==> config.mk <==
export PLATFORM = sky130hd
export DESIGN_NAME = ip_address_text_classifier
export DESIGN_NICKNAME = d
export VERILOG_FILES = /design/src/hdl/ipatc_pkg.sv /design/src/hdl/ip_address_text_classifier.sv /design/src/hdl/ipatc_fifo.sv /design/src/hdl/ipatc_front.sv /design/src/hdl/ipatc_back.sv
export VERILOG_INCLUDE_DIRS = /design/src /design/src/hdl
export SDC_FILE = /design/constraint.sdc
export NUM_CORES = 1
export LEC_CHECK = 0
export BUFFER_PORTS_ARGS = -buffer_cell sky130_fd_sc_hd__buf_2
export CAP_MARGIN = 10
export CORE_MARGIN = 2
export CORE_UTILIZATION = 61
export CTS_CLUSTER_DIAMETER = 40
export DETAILED_ROUTE_END_ITERATION = 6
export HOLD_SLACK_MARGIN = 0.12
export PLACE_DENSITY = 0.79
export SLEW_MARGIN = 5
export SYNTH_ARGS = -nofsm -noshare
export SYNTH_HDL_FRONTEND = slang
export SYNTH_SLANG_ARGS = --single-unit
==> constraint.sdc <==
create_clock -name i_clk -period 4.3 [get_ports i_clk]
set_input_delay 0.86 -clock i_clk [delete_from_list [all_inputs] [get_ports i_clk]]
set_output_delay 0.86 -clock i_clk [all_outputs]
set_load 0.01 [all_outputs]
==> src/hdl/ip_address_text_classifier_assert.svh <==
// Assertion macros shared by the classifier modules.
`ifndef IP_ADDRESS_TEXT_CLASSIFIER_ASSERT_SVH
`define IP_ADDRESS_TEXT_CLASSIFIER_ASSERT_SVH

// Same-cycle implication, disabled while reset is asserted.
`define IPATC_ASSERT_NOW(label, clk, rst_n, ante, cons) \
    label: assert property (@(posedge clk) disable iff (!(rst_n)) (ante) |-> (cons)) \
        else $error("ipatc: same-cycle check failed");

// Next-cycle implication, disabled while reset is asserted.
`define IPATC_ASSERT_NEXT(label, clk, rst_n, ante, cons) \
    label: assert property (@(posedge clk) disable iff (!(rst_n)) (ante) |=> (cons)) \
        else $error("ipatc: next-cycle check failed");

`endif

==> src/hdl/ipatc_pkg.sv <==
package ipatc_pkg;

    // Character codes.
    localparam logic [7:0] CH_DOT   = 8'h2E;
    localparam logic [7:0] CH_COLON = 8'h3A;

    // Dotted-quad limits.
    localparam logic [1:0] QUAD_LAST_SEP   = 2'd3;
    localparam logic [1:0] QUAD_MAX_DIGITS = 2'd3;
    localparam logic [9:0] QUAD_MAX_VALUE  = 10'd255;

    // Colon-field limits.
    localparam logic [2:0] HEX_LAST_SEP   = 3'd7;
    localparam logic [2:0] HEX_MAX_DIGITS = 3'd4;

    typedef enum logic [2:0] {
        K_DOT,
        K_COLON,
        K_DEC,
        K_HEX_ALPHA,
        K_OTHER
    } t_kind;

    typedef enum logic [1:0] {
        CLASS_NONE = 2'd0,
        CLASS_V4   = 2'd1,
        CLASS_V6   = 2'd2
    } t_class;

    typedef struct packed {
        t_kind      kind;
        logic [3:0] digit;
        logic       last;
    } t_token;

    // Reduce one character byte to the token the checkers need.
    function automatic t_token classify(input logic [7:0] c, input logic last);
        t_token tok;
        tok.kind  = K_OTHER;
        tok.digit = c[3:0];
        tok.last  = last;
        case (c) inside
            CH_DOT:                       tok.kind = K_DOT;
            CH_COLON:                     tok.kind = K_COLON;
            [8'h30:8'h39]:                tok.kind = K_DEC;
            [8'h41:8'h46], [8'h61:8'h66]: tok.kind = K_HEX_ALPHA;
            default:                      tok.kind = K_OTHER;
        endcase
        return tok;
    endfunction

endpackage

==> src/hdl/ip_address_text_classifier.sv <==
// The class of a string is on o_address_class, with empty low, once its last
//   character has passed the front stage and then the token queue (the checkers
//   write the result queue in the cycle they pop the token).
// Throughput: one character per cycle, except while full stalls the input.
// Reset: i_rst_n is synchronous and active low; it empties both queues and returns
//   both checkers to a clean start.
module ip_address_text_classifier #(
    parameter int TOKEN_DEPTH  = 4,
    parameter int RESULT_DEPTH = 2
) (
    input  logic       i_clk,
    input  logic       i_rst_n,
    input  logic       push,
    output logic       full,
    input  logic [7:0] i_char_code,
    input  logic       i_is_last,
    output logic       empty,
    input  logic       pop,
    output logic [1:0] o_address_class
);

    localparam int TOKEN_W = $bits(ipatc_pkg::t_token);

    ipatc_pkg::t_token w_front_token;
    ipatc_pkg::t_token w_back_token;
    logic              w_front_valid;
    logic              w_tq_full;
    logic              w_tq_empty;
    logic              w_tq_pop;
    logic              w_rq_push;
    logic              w_rq_full;
    logic [1:0]        w_result;

    // Front end: classify each transferred character into a small token
    // (separator kind, hex/decimal digit, digit value, last flag) and stage it
    // in one register. The input side stalls only when that stage is full and
    // the token queue cannot take it.
    ipatc_front u_front (
        .i_clk         (i_clk),
        .i_rst_n       (i_rst_n),
        .i_push        (push),
        .i_char_code   (i_char_code),
        .i_is_last     (i_is_last),
        .o_full        (full),
        .o_token_valid (w_front_valid),
        .o_token       (w_front_token),
        .i_token_full  (w_tq_full)
    );

    // Token queue: decouples classification from the checkers so a stalled
    // result side does not immediately stop the character stream.
    ipatc_fifo #(
        .WIDTH (TOKEN_W),
        .DEPTH (TOKEN_DEPTH)
    ) u_token_q (
        .i_clk   (i_clk),
        .i_rst_n (i_rst_n),
        .i_push  (w_front_valid),
        .i_data  (w_front_token),
        .o_full  (w_tq_full),
        .i_pop   (w_tq_pop),
        .o_data  (w_back_token),
        .o_empty (w_tq_empty)
    );

    // Back end: dotted-quad and colon checkers advance side by side on every
    // token; a last token emits the class and restarts both checkers.
    ipatc_back u_back (
        .i_clk         (i_clk),
        .i_rst_n       (i_rst_n),
        .i_token_valid (!w_tq_empty),
        .i_token       (w_back_token),
        .o_token_pop   (w_tq_pop),
        .o_result_push (w_rq_push),
        .o_result      (w_result),
        .i_result_full (w_rq_full)
    );

    // Result queue: holds finished classes until the consumer pops them, so
    // the checkers keep going while a result waits.
    ipatc_fifo #(
        .WIDTH (2),
        .DEPTH (RESULT_DEPTH)
    ) u_result_q (
        .i_clk   (i_clk),
        .i_rst_n (i_rst_n),
        .i_push  (w_rq_push),
        .i_data  (w_result),
        .o_full  (w_rq_full),
        .i_pop   (pop),
        .o_data  (o_address_class),
        .o_empty (empty)
    );

endmodule

==> src/hdl/ipatc_fifo.sv <==
`include "ip_address_text_classifier_assert.svh"

module ipatc_fifo #(
    parameter int WIDTH = 8,
    parameter int DEPTH = 4
) (
    input  logic             i_clk,
    input  logic             i_rst_n,
    input  logic             i_push,
    input  logic [WIDTH-1:0] i_data,
    output logic             o_full,
    input  logic             i_pop,
    output logic [WIDTH-1:0] o_data,
    output logic             o_empty
);

    localparam int AW = (DEPTH > 1) ? $clog2(DEPTH) : 1;
    localparam int CW = $clog2(DEPTH + 1);

    logic [WIDTH-1:0] r_mem [DEPTH];
    logic [AW-1:0]    r_wr, n_wr;
    logic [AW-1:0]    r_rd, n_rd;
    logic [CW-1:0]    r_count, n_count;
    logic             w_wr_en;
    logic             w_rd_en;

    assign o_full  = (r_count == CW'(DEPTH));
    assign o_empty = (r_count == '0);
    assign o_data  = r_mem[r_rd];
    assign w_wr_en = i_push && !o_full;
    assign w_rd_en = i_pop && !o_empty;

    always_comb begin
        n_wr    = r_wr;
        n_rd    = r_rd;
        n_count = r_count;
        if (w_wr_en) begin
            n_wr = (r_wr == AW'(DEPTH - 1)) ? '0 : r_wr + 1'b1;
        end
        if (w_rd_en) begin
            n_rd = (r_rd == AW'(DEPTH - 1)) ? '0 : r_rd + 1'b1;
        end
        case ({w_wr_en, w_rd_en})
            2'b10:   n_count = r_count + 1'b1;
            2'b01:   n_count = r_count - 1'b1;
            default: n_count = r_count;
        endcase
    end

    always_ff @(posedge i_clk) begin
        if (!i_rst_n) begin
            r_wr    <= '0;
            r_rd    <= '0;
            r_count <= '0;
        end else begin
            r_wr    <= n_wr;
            r_rd    <= n_rd;
            r_count <= n_count;
        end
    end

    always_ff @(posedge i_clk) begin
        if (w_wr_en) begin
            r_mem[r_wr] <= i_data;
        end
    end

    `IPATC_ASSERT_NOW(a_count_bound, i_clk, i_rst_n, 1'b1, r_count <= CW'(DEPTH))
    `IPATC_ASSERT_NEXT(a_count_up, i_clk, i_rst_n, w_wr_en && !w_rd_en, r_count == $past(r_count) + 1'b1)

endmodule

==> src/hdl/ipatc_front.sv <==
module ipatc_front (
    input  logic                i_clk,
    input  logic                i_rst_n,
    input  logic                i_push,
    input  logic [7:0]          i_char_code,
    input  logic                i_is_last,
    output logic                o_full,
    output logic                o_token_valid,
    output ipatc_pkg::t_token   o_token,
    input  logic                i_token_full
);

    logic              r_valid;
    ipatc_pkg::t_token r_token;
    logic              w_accept;
    logic              w_drain;

    // Hold the staged token until the queue takes it.
    assign w_drain       = r_valid && !i_token_full;
    assign o_full        = r_valid && i_token_full;
    assign w_accept      = i_push && !o_full;
    assign o_token_valid = r_valid;
    assign o_token       = r_token;

    always_ff @(posedge i_clk) begin
        if (!i_rst_n) begin
            r_valid <= 1'b0;
        end else if (w_accept) begin
            r_valid <= 1'b1;
        end else if (w_drain) begin
            r_valid <= 1'b0;
        end
    end

    always_ff @(posedge i_clk) begin
        if (w_accept) begin
            r_token <= ipatc_pkg::classify(i_char_code, i_is_last);
        end
    end

endmodule

==> src/hdl/ipatc_back.sv <==
`include "ip_address_text_classifier_assert.svh"

module ipatc_back (
    input  logic              i_clk,
    input  logic              i_rst_n,
    input  logic              i_token_valid,
    input  ipatc_pkg::t_token i_token,
    output logic              o_token_pop,
    output logic              o_result_push,
    output logic [1:0]        o_result,
    input  logic              i_result_full
);

    logic       r_quad_ok,  n_quad_ok;
    logic [1:0] r_quad_sep, n_quad_sep;
    logic [1:0] r_quad_len, n_quad_len;
    logic [9:0] r_quad_val, n_quad_val;
    logic       r_quad_lz,  n_quad_lz;
    logic       r_hex_ok,   n_hex_ok;
    logic [2:0] r_hex_sep,  n_hex_sep;
    logic [2:0] r_hex_len,  n_hex_len;
    logic [9:0] w_val_next;
    logic       w_v4;
    logic       w_v6;
    logic       w_done;

    // A last token waits for room in the result queue; others never stall.
    assign o_token_pop   = i_token_valid && (!i_token.last || !i_result_full);
    assign w_done        = o_token_pop && i_token.last;
    assign o_result_push = w_done;

    // value * 10 + digit, kept to ten bits
    assign w_val_next = {r_quad_val[6:0], 3'b000} + {r_quad_val[8:0], 1'b0}
                        + {6'd0, i_token.digit};

    always_comb begin
        n_quad_ok  = r_quad_ok;
        n_quad_sep = r_quad_sep;
        n_quad_len = r_quad_len;
        n_quad_val = r_quad_val;
        n_quad_lz  = r_quad_lz;
        n_hex_ok   = r_hex_ok;
        n_hex_sep  = r_hex_sep;
        n_hex_len  = r_hex_len;

        if (o_token_pop && r_quad_ok) begin
            case (i_token.kind)
                ipatc_pkg::K_DOT: begin
                    if (r_quad_len == '0 || r_quad_sep >= ipatc_pkg::QUAD_LAST_SEP) begin
                        n_quad_ok = 1'b0;
                    end else begin
                        n_quad_sep = r_quad_sep + 1'b1;
                        n_quad_len = '0;
                        n_quad_val = '0;
                        n_quad_lz  = 1'b0;
                    end
                end
                ipatc_pkg::K_DEC: begin
                    if (r_quad_len >= ipatc_pkg::QUAD_MAX_DIGITS) begin
                        n_quad_ok = 1'b0;
                    end else if (r_quad_len != '0 && r_quad_lz) begin
                        n_quad_ok = 1'b0;
                    end else begin
                        if (r_quad_len == '0) begin
                            n_quad_lz = (i_token.digit == 4'd0);
                        end
                        n_quad_val = w_val_next;
                        n_quad_len = r_quad_len + 1'b1;
                        if (w_val_next > ipatc_pkg::QUAD_MAX_VALUE) begin
                            n_quad_ok = 1'b0;
                        end
                    end
                end
                default: n_quad_ok = 1'b0;
            endcase
        end

        if (o_token_pop && r_hex_ok) begin
            case (i_token.kind)
                ipatc_pkg::K_COLON: begin
                    if (r_hex_len == '0 || r_hex_sep >= ipatc_pkg::HEX_LAST_SEP) begin
                        n_hex_ok = 1'b0;
                    end else begin
                        n_hex_sep = r_hex_sep + 1'b1;
                        n_hex_len = '0;
                    end
                end
                ipatc_pkg::K_DEC, ipatc_pkg::K_HEX_ALPHA: begin
                    if (r_hex_len >= ipatc_pkg::HEX_MAX_DIGITS) begin
                        n_hex_ok = 1'b0;
                    end else begin
                        n_hex_len = r_hex_len + 1'b1;
                    end
                end
                default: n_hex_ok = 1'b0;
            endcase
        end

        w_v4 = n_quad_ok && n_quad_sep == ipatc_pkg::QUAD_LAST_SEP && n_quad_len != '0;
        w_v6 = n_hex_ok && n_hex_sep == ipatc_pkg::HEX_LAST_SEP && n_hex_len != '0;
        if (w_v4) begin
            o_result = ipatc_pkg::CLASS_V4;
        end else if (w_v6) begin
            o_result = ipatc_pkg::CLASS_V6;
        end else begin
            o_result = ipatc_pkg::CLASS_NONE;
        end
    end

    always_ff @(posedge i_clk) begin
        if (!i_rst_n || w_done) begin
            r_quad_ok  <= 1'b1;
            r_quad_sep <= '0;
            r_quad_len <= '0;
            r_quad_val <= '0;
            r_quad_lz  <= 1'b0;
            r_hex_ok   <= 1'b1;
            r_hex_sep  <= '0;
            r_hex_len  <= '0;
        end else begin
            r_quad_ok  <= n_quad_ok;
            r_quad_sep <= n_quad_sep;
            r_quad_len <= n_quad_len;
            r_quad_val <= n_quad_val;
            r_quad_lz  <= n_quad_lz;
            r_hex_ok   <= n_hex_ok;
            r_hex_sep  <= n_hex_sep;
            r_hex_len  <= n_hex_len;
        end
    end

    `IPATC_ASSERT_NEXT(a_fresh_after_last, i_clk, i_rst_n, w_done, r_quad_ok && r_hex_ok && r_quad_sep == '0 && r_hex_sep == '0)
    `IPATC_ASSERT_NEXT(a_quad_fail_holds, i_clk, i_rst_n, !r_quad_ok && !w_done, !r_quad_ok && $stable(r_quad_sep) && $stable(r_quad_len))

endmodule

==> flow_summary.ini <==
[yosys]
syn-cell-area_mm2 = 0.00400
synth-xor-area-share_pct = 2.63
synth.most_common_cell = edfxtp_1
synth_edf_count = 44
largest_family_of_logic_cells_by_synthesized_area = simple AND/OR/NAND/NOR gates
dominantRegCellSynth = edfxtp_1
ys_warn_count = 0
ys_async_sr_fraction_pct = 0
post_synth_adder_cell_area_pct = 10.3
synthesis.instances = 340
synthesized_area_fraction_occupied_by_ao_oa_aoi_and_oai_cells_pct = 11.1
yosys.cell_types.count = 59
fraction_of_the_mapped_netlist_area_in_simple_logic_gates_pct = 14.7
mappedNetlistNets = 384
synth_top_area_share_pct = 33.1
synth.cells.most_frequent = edfxtp_1, dfxtp_1, nor2_1
number_of_synthesized_register_bits = 81
seq_area_frac_synth_pct = 51.6
synthesis.area_per_instance_um2 = 11.8
synthMuxAreaShare_pct = 6.30
netlist.top_cell.by_area = edfxtp_1
largest_cells_by_area_after_synthesis = edfxtp_1, dfxtp_1, ha_1

[detailed_routing]
vias = 2592
dr_vias_cell = 5.85
drc = 0
wl_per_cell_um = 15.0
route.layer.met1.wl_um = 2880
drt_pass1_iterations = 4
totalWireLength_um = 6620
wl_met2_um = 3350
met3_length_um = 241
drt_iter0_markers = 92
highest-signal-layer = met4
ant_nets = 0

[hold_path]
hp-class = reg2reg
whs_path_depth = 1
holdCritStartpoint = u_back.r_hex_ok$_SDFF_PP1_
worst_hold_path.endpoint = u_back.r_hex_ok$_SDFF_PP1_

[worst_setup_path]
crit_path_buffers_inverters = 2
critical-path-slowest-cell = mux4_1
timing.rr.end = u_result_q.r_mem[0][1]$_DFFE_PP_
worst-r2r-cell-count = 12
worstPathCellList = buf_4, mux4_1, ha_1, ha_1, inv_1, fa_1, nor2b_1, o31ai_1, nor3b_1, a311o_1, o41a_1, o221a_1
crit_fanout = 7
worst_ep_arrival_time_ps = 3830
category_of_the_worst_setup_path_capture_point = flop
crit_path_max_incr_delay_ps = 600
reg2reg_slack_ps = 580
worst_setup_path_start_kind = flop
crit_path_leading_delay_family = compound AO/OA/AOI/OAI gates
cpMostUsedCell = ha_1
worstPathRequired_ps = 4410
crit_type = reg2reg

[sta]
final_hold_vio_count = 0
grt_setup_unrepaired = no
fin_tns_setup_ps = 0
layout_worst_path_cycle_share_pct = 86.6
layout_min_cycle_time_ps = 3720
final.setup_skew_ps = 8.08
worst_slew_pin_slew_ps = 1110
worst_slew_margin_rel_pct = 26.0
final_max_slew_viol_count = 0
finalSetupViolations = 0
fin_hold_ws_ps = 467
max_clock_freq_mhz = 269

[placement]
gp_congestion = 0.804
dp_hpwl_um = 4800
port-buffer-count = 16
placed_cells = 427

[clocking]
cts.sink_count = 81
cts_made_buffers = 9
cts_post_setup_buffers_inserted = 0
cts_resized = 0
tritoncts = built
cts_hold_buf = 0
clkLatencyLatePin_ps = 360
clock_path_buffers = 2
cts-htree-levels = 3
ctsRootBufferMaster = clkbuf_8
clkSlewWorstSetupHoldPaths_ps = 80

[layout]
final-instance-count-excl-fill = 443
antennaDiodeCount = 0
final_net_count = 405
area_growth_syn_to_layout_pct = 9.71
drive_above_1_share_pct = 12.3

[grt]
groute.usage.overall_pct = 20.7
grt_start_max_net_pins = 22
antenna_found_initial = 0
first_global_vias = 2515
global_route_wire_length_before_repair_um = 11600
overall_overflow_remaining_after_global_route = 0

[power]
power.ir.vdd_worst_mv = 0.311
p_per_area_mw_per_mm2 = 508
power.net_switching_mw = 0.676
cell_internal_power_mw = 1.55
p_clk_share_pct = 29.9
p_leak_nw = 1.71
power_frac_comb_pct = 27.1
share_seq_of_total_power_pct = 43.0
netSwitchingFraction_pct = 30.3

[floorplanning]
placement_rows = 29
fp.dieH_um = 84.9
floorplan.core_area_mm2 = 0.00635
fp.dieW_um = 84.9
dieArea_mm2 = 0.00721
start_util_pct = 62.9
floorplan.io_pins = 17

[run]
drv.max_cap_violation_count = 0

[status]
status = finished clean
[flip-flops by register name (all words and copies together) (netlist names), named ones only]
name / flops
u_token_q.r_mem: 32
u_back.r_quad_val: 9
u_front.o_token: 8
u_result_q.r_mem: 4
u_back.r_hex_len: 3
u_back.r_hex_sep: 3
u_token_q.r_count: 3
u_back.r_quad_len: 2
u_back.r_quad_sep: 2
u_result_q.r_count: 2
u_token_q.r_rd: 2
u_token_q.r_wr: 2
u_back.r_hex_ok: 1
u_back.r_quad_lz: 1
u_back.r_quad_ok: 1
u_front.o_token_valid: 1
u_result_q.r_rd: 1
u_result_q.r_wr: 1
[cells by family after synthesis]
group,Yosys count
DFF,81
AOI/OAI and AO/OA,59
and+or+nand+nor,112
buffers and inverters,32
adders and majority gates,31
muxes,13
xor gates and xnor gates,12
[worst reg2reg max path, cell delays in order (launching register included)]
cell and delay [ps]:
dfxtp_1 350, buf_4 190, mux4_1 600, ha_1 300, ha_1 210, inv_1 70, fa_1 180, nor2b_1 70
o31ai_1 370, nor3b_1 90, a311o_1 350, o41a_1 420, o221a_1 270
[layer usage]
metal,vias to the layer above,GRT usage (%)
met5,-,0
met1,1247,25.9
met3,15,5.64
met2,41,33.9
li1,1289,-
met4,0,8.95
[worst max path at each step]
stage,start,end,slack (ps),depth (start not counted)
after floorplan,flop,u_result_q.r_mem[0][1]$_DFFE_PP_,660,12
after global placement,flop,u_result_q.r_mem[0][1]$_DFFE_PP_,670,11
after detailed placement,flop,u_result_q.r_mem[1][1]$_DFFE_PP_,560,12
after CTS,flop,u_result_q.r_mem[0][1]$_DFFE_PP_,560,12
after global routing,flop,u_result_q.r_mem[0][1]$_DFFE_PP_,360,12
final,flop,u_result_q.r_mem[0][1]$_DFFE_PP_,580,12
[through the flow]
step | power [mW] | instance area, um^2 | util, % | setup WS (ps)
after floorplan | 1.43 | 4000 | - | 660
after global placement | 1.56 | 4140 | 65.2 | 668
after detailed placement | 1.58 | 4140 | 65.2 | 560
after CTS | 2.24 | 4380 | 69.0 | 557
after global routing | 2.37 | 4380 | 69.0 | 358
final | 2.23 | 4380 | 69.0 | 578
[cell type report]
class / instances / area [um^2]
clock inverter: 6 / 115
inverter: 24 / 90.1
multi-input combinational: 227 / 1800
tap: 77 / 96.3
fill: 451 / 1970
sequential: 81 / 2060
timing repair buffer: 18 / 95.1
clock buffer: 10 / 128
[power groups by stage]
stage	logic (mW)	clock network, mW	registers, mW
final	0.605	0.666	0.958
after global routing	0.689	0.708	0.969
after CTS	0.609	0.677	0.958
after detailed placement	0.602	0	0.975
after global placement	0.585	0	0.970
after floorplan	0.474	0	0.957
[cells in the final DEF (no fill, tap or decap), types with 7 or more instances in the layout]
| cell | instances |
|---|---|
| edfxtp_1 | 44 |
| dfxtp_1 | 37 |
| nor2_1 | 32 |
| ha_1 | 28 |
| inv_1 | 23 |
| nand2_1 | 19 |
| buf_2 | 16 |
| nor2b_1 | 11 |
| and3_1 | 10 |
| nor3_1 | 9 |
| xnor2_1 | 9 |
| o21ai_0 | 9 |
| clkbuf_8 | 9 |
| a21oi_1 | 7 |
| a22oi_1 | 7 |
Note: power is estimated with default switching activity, not from simulation.
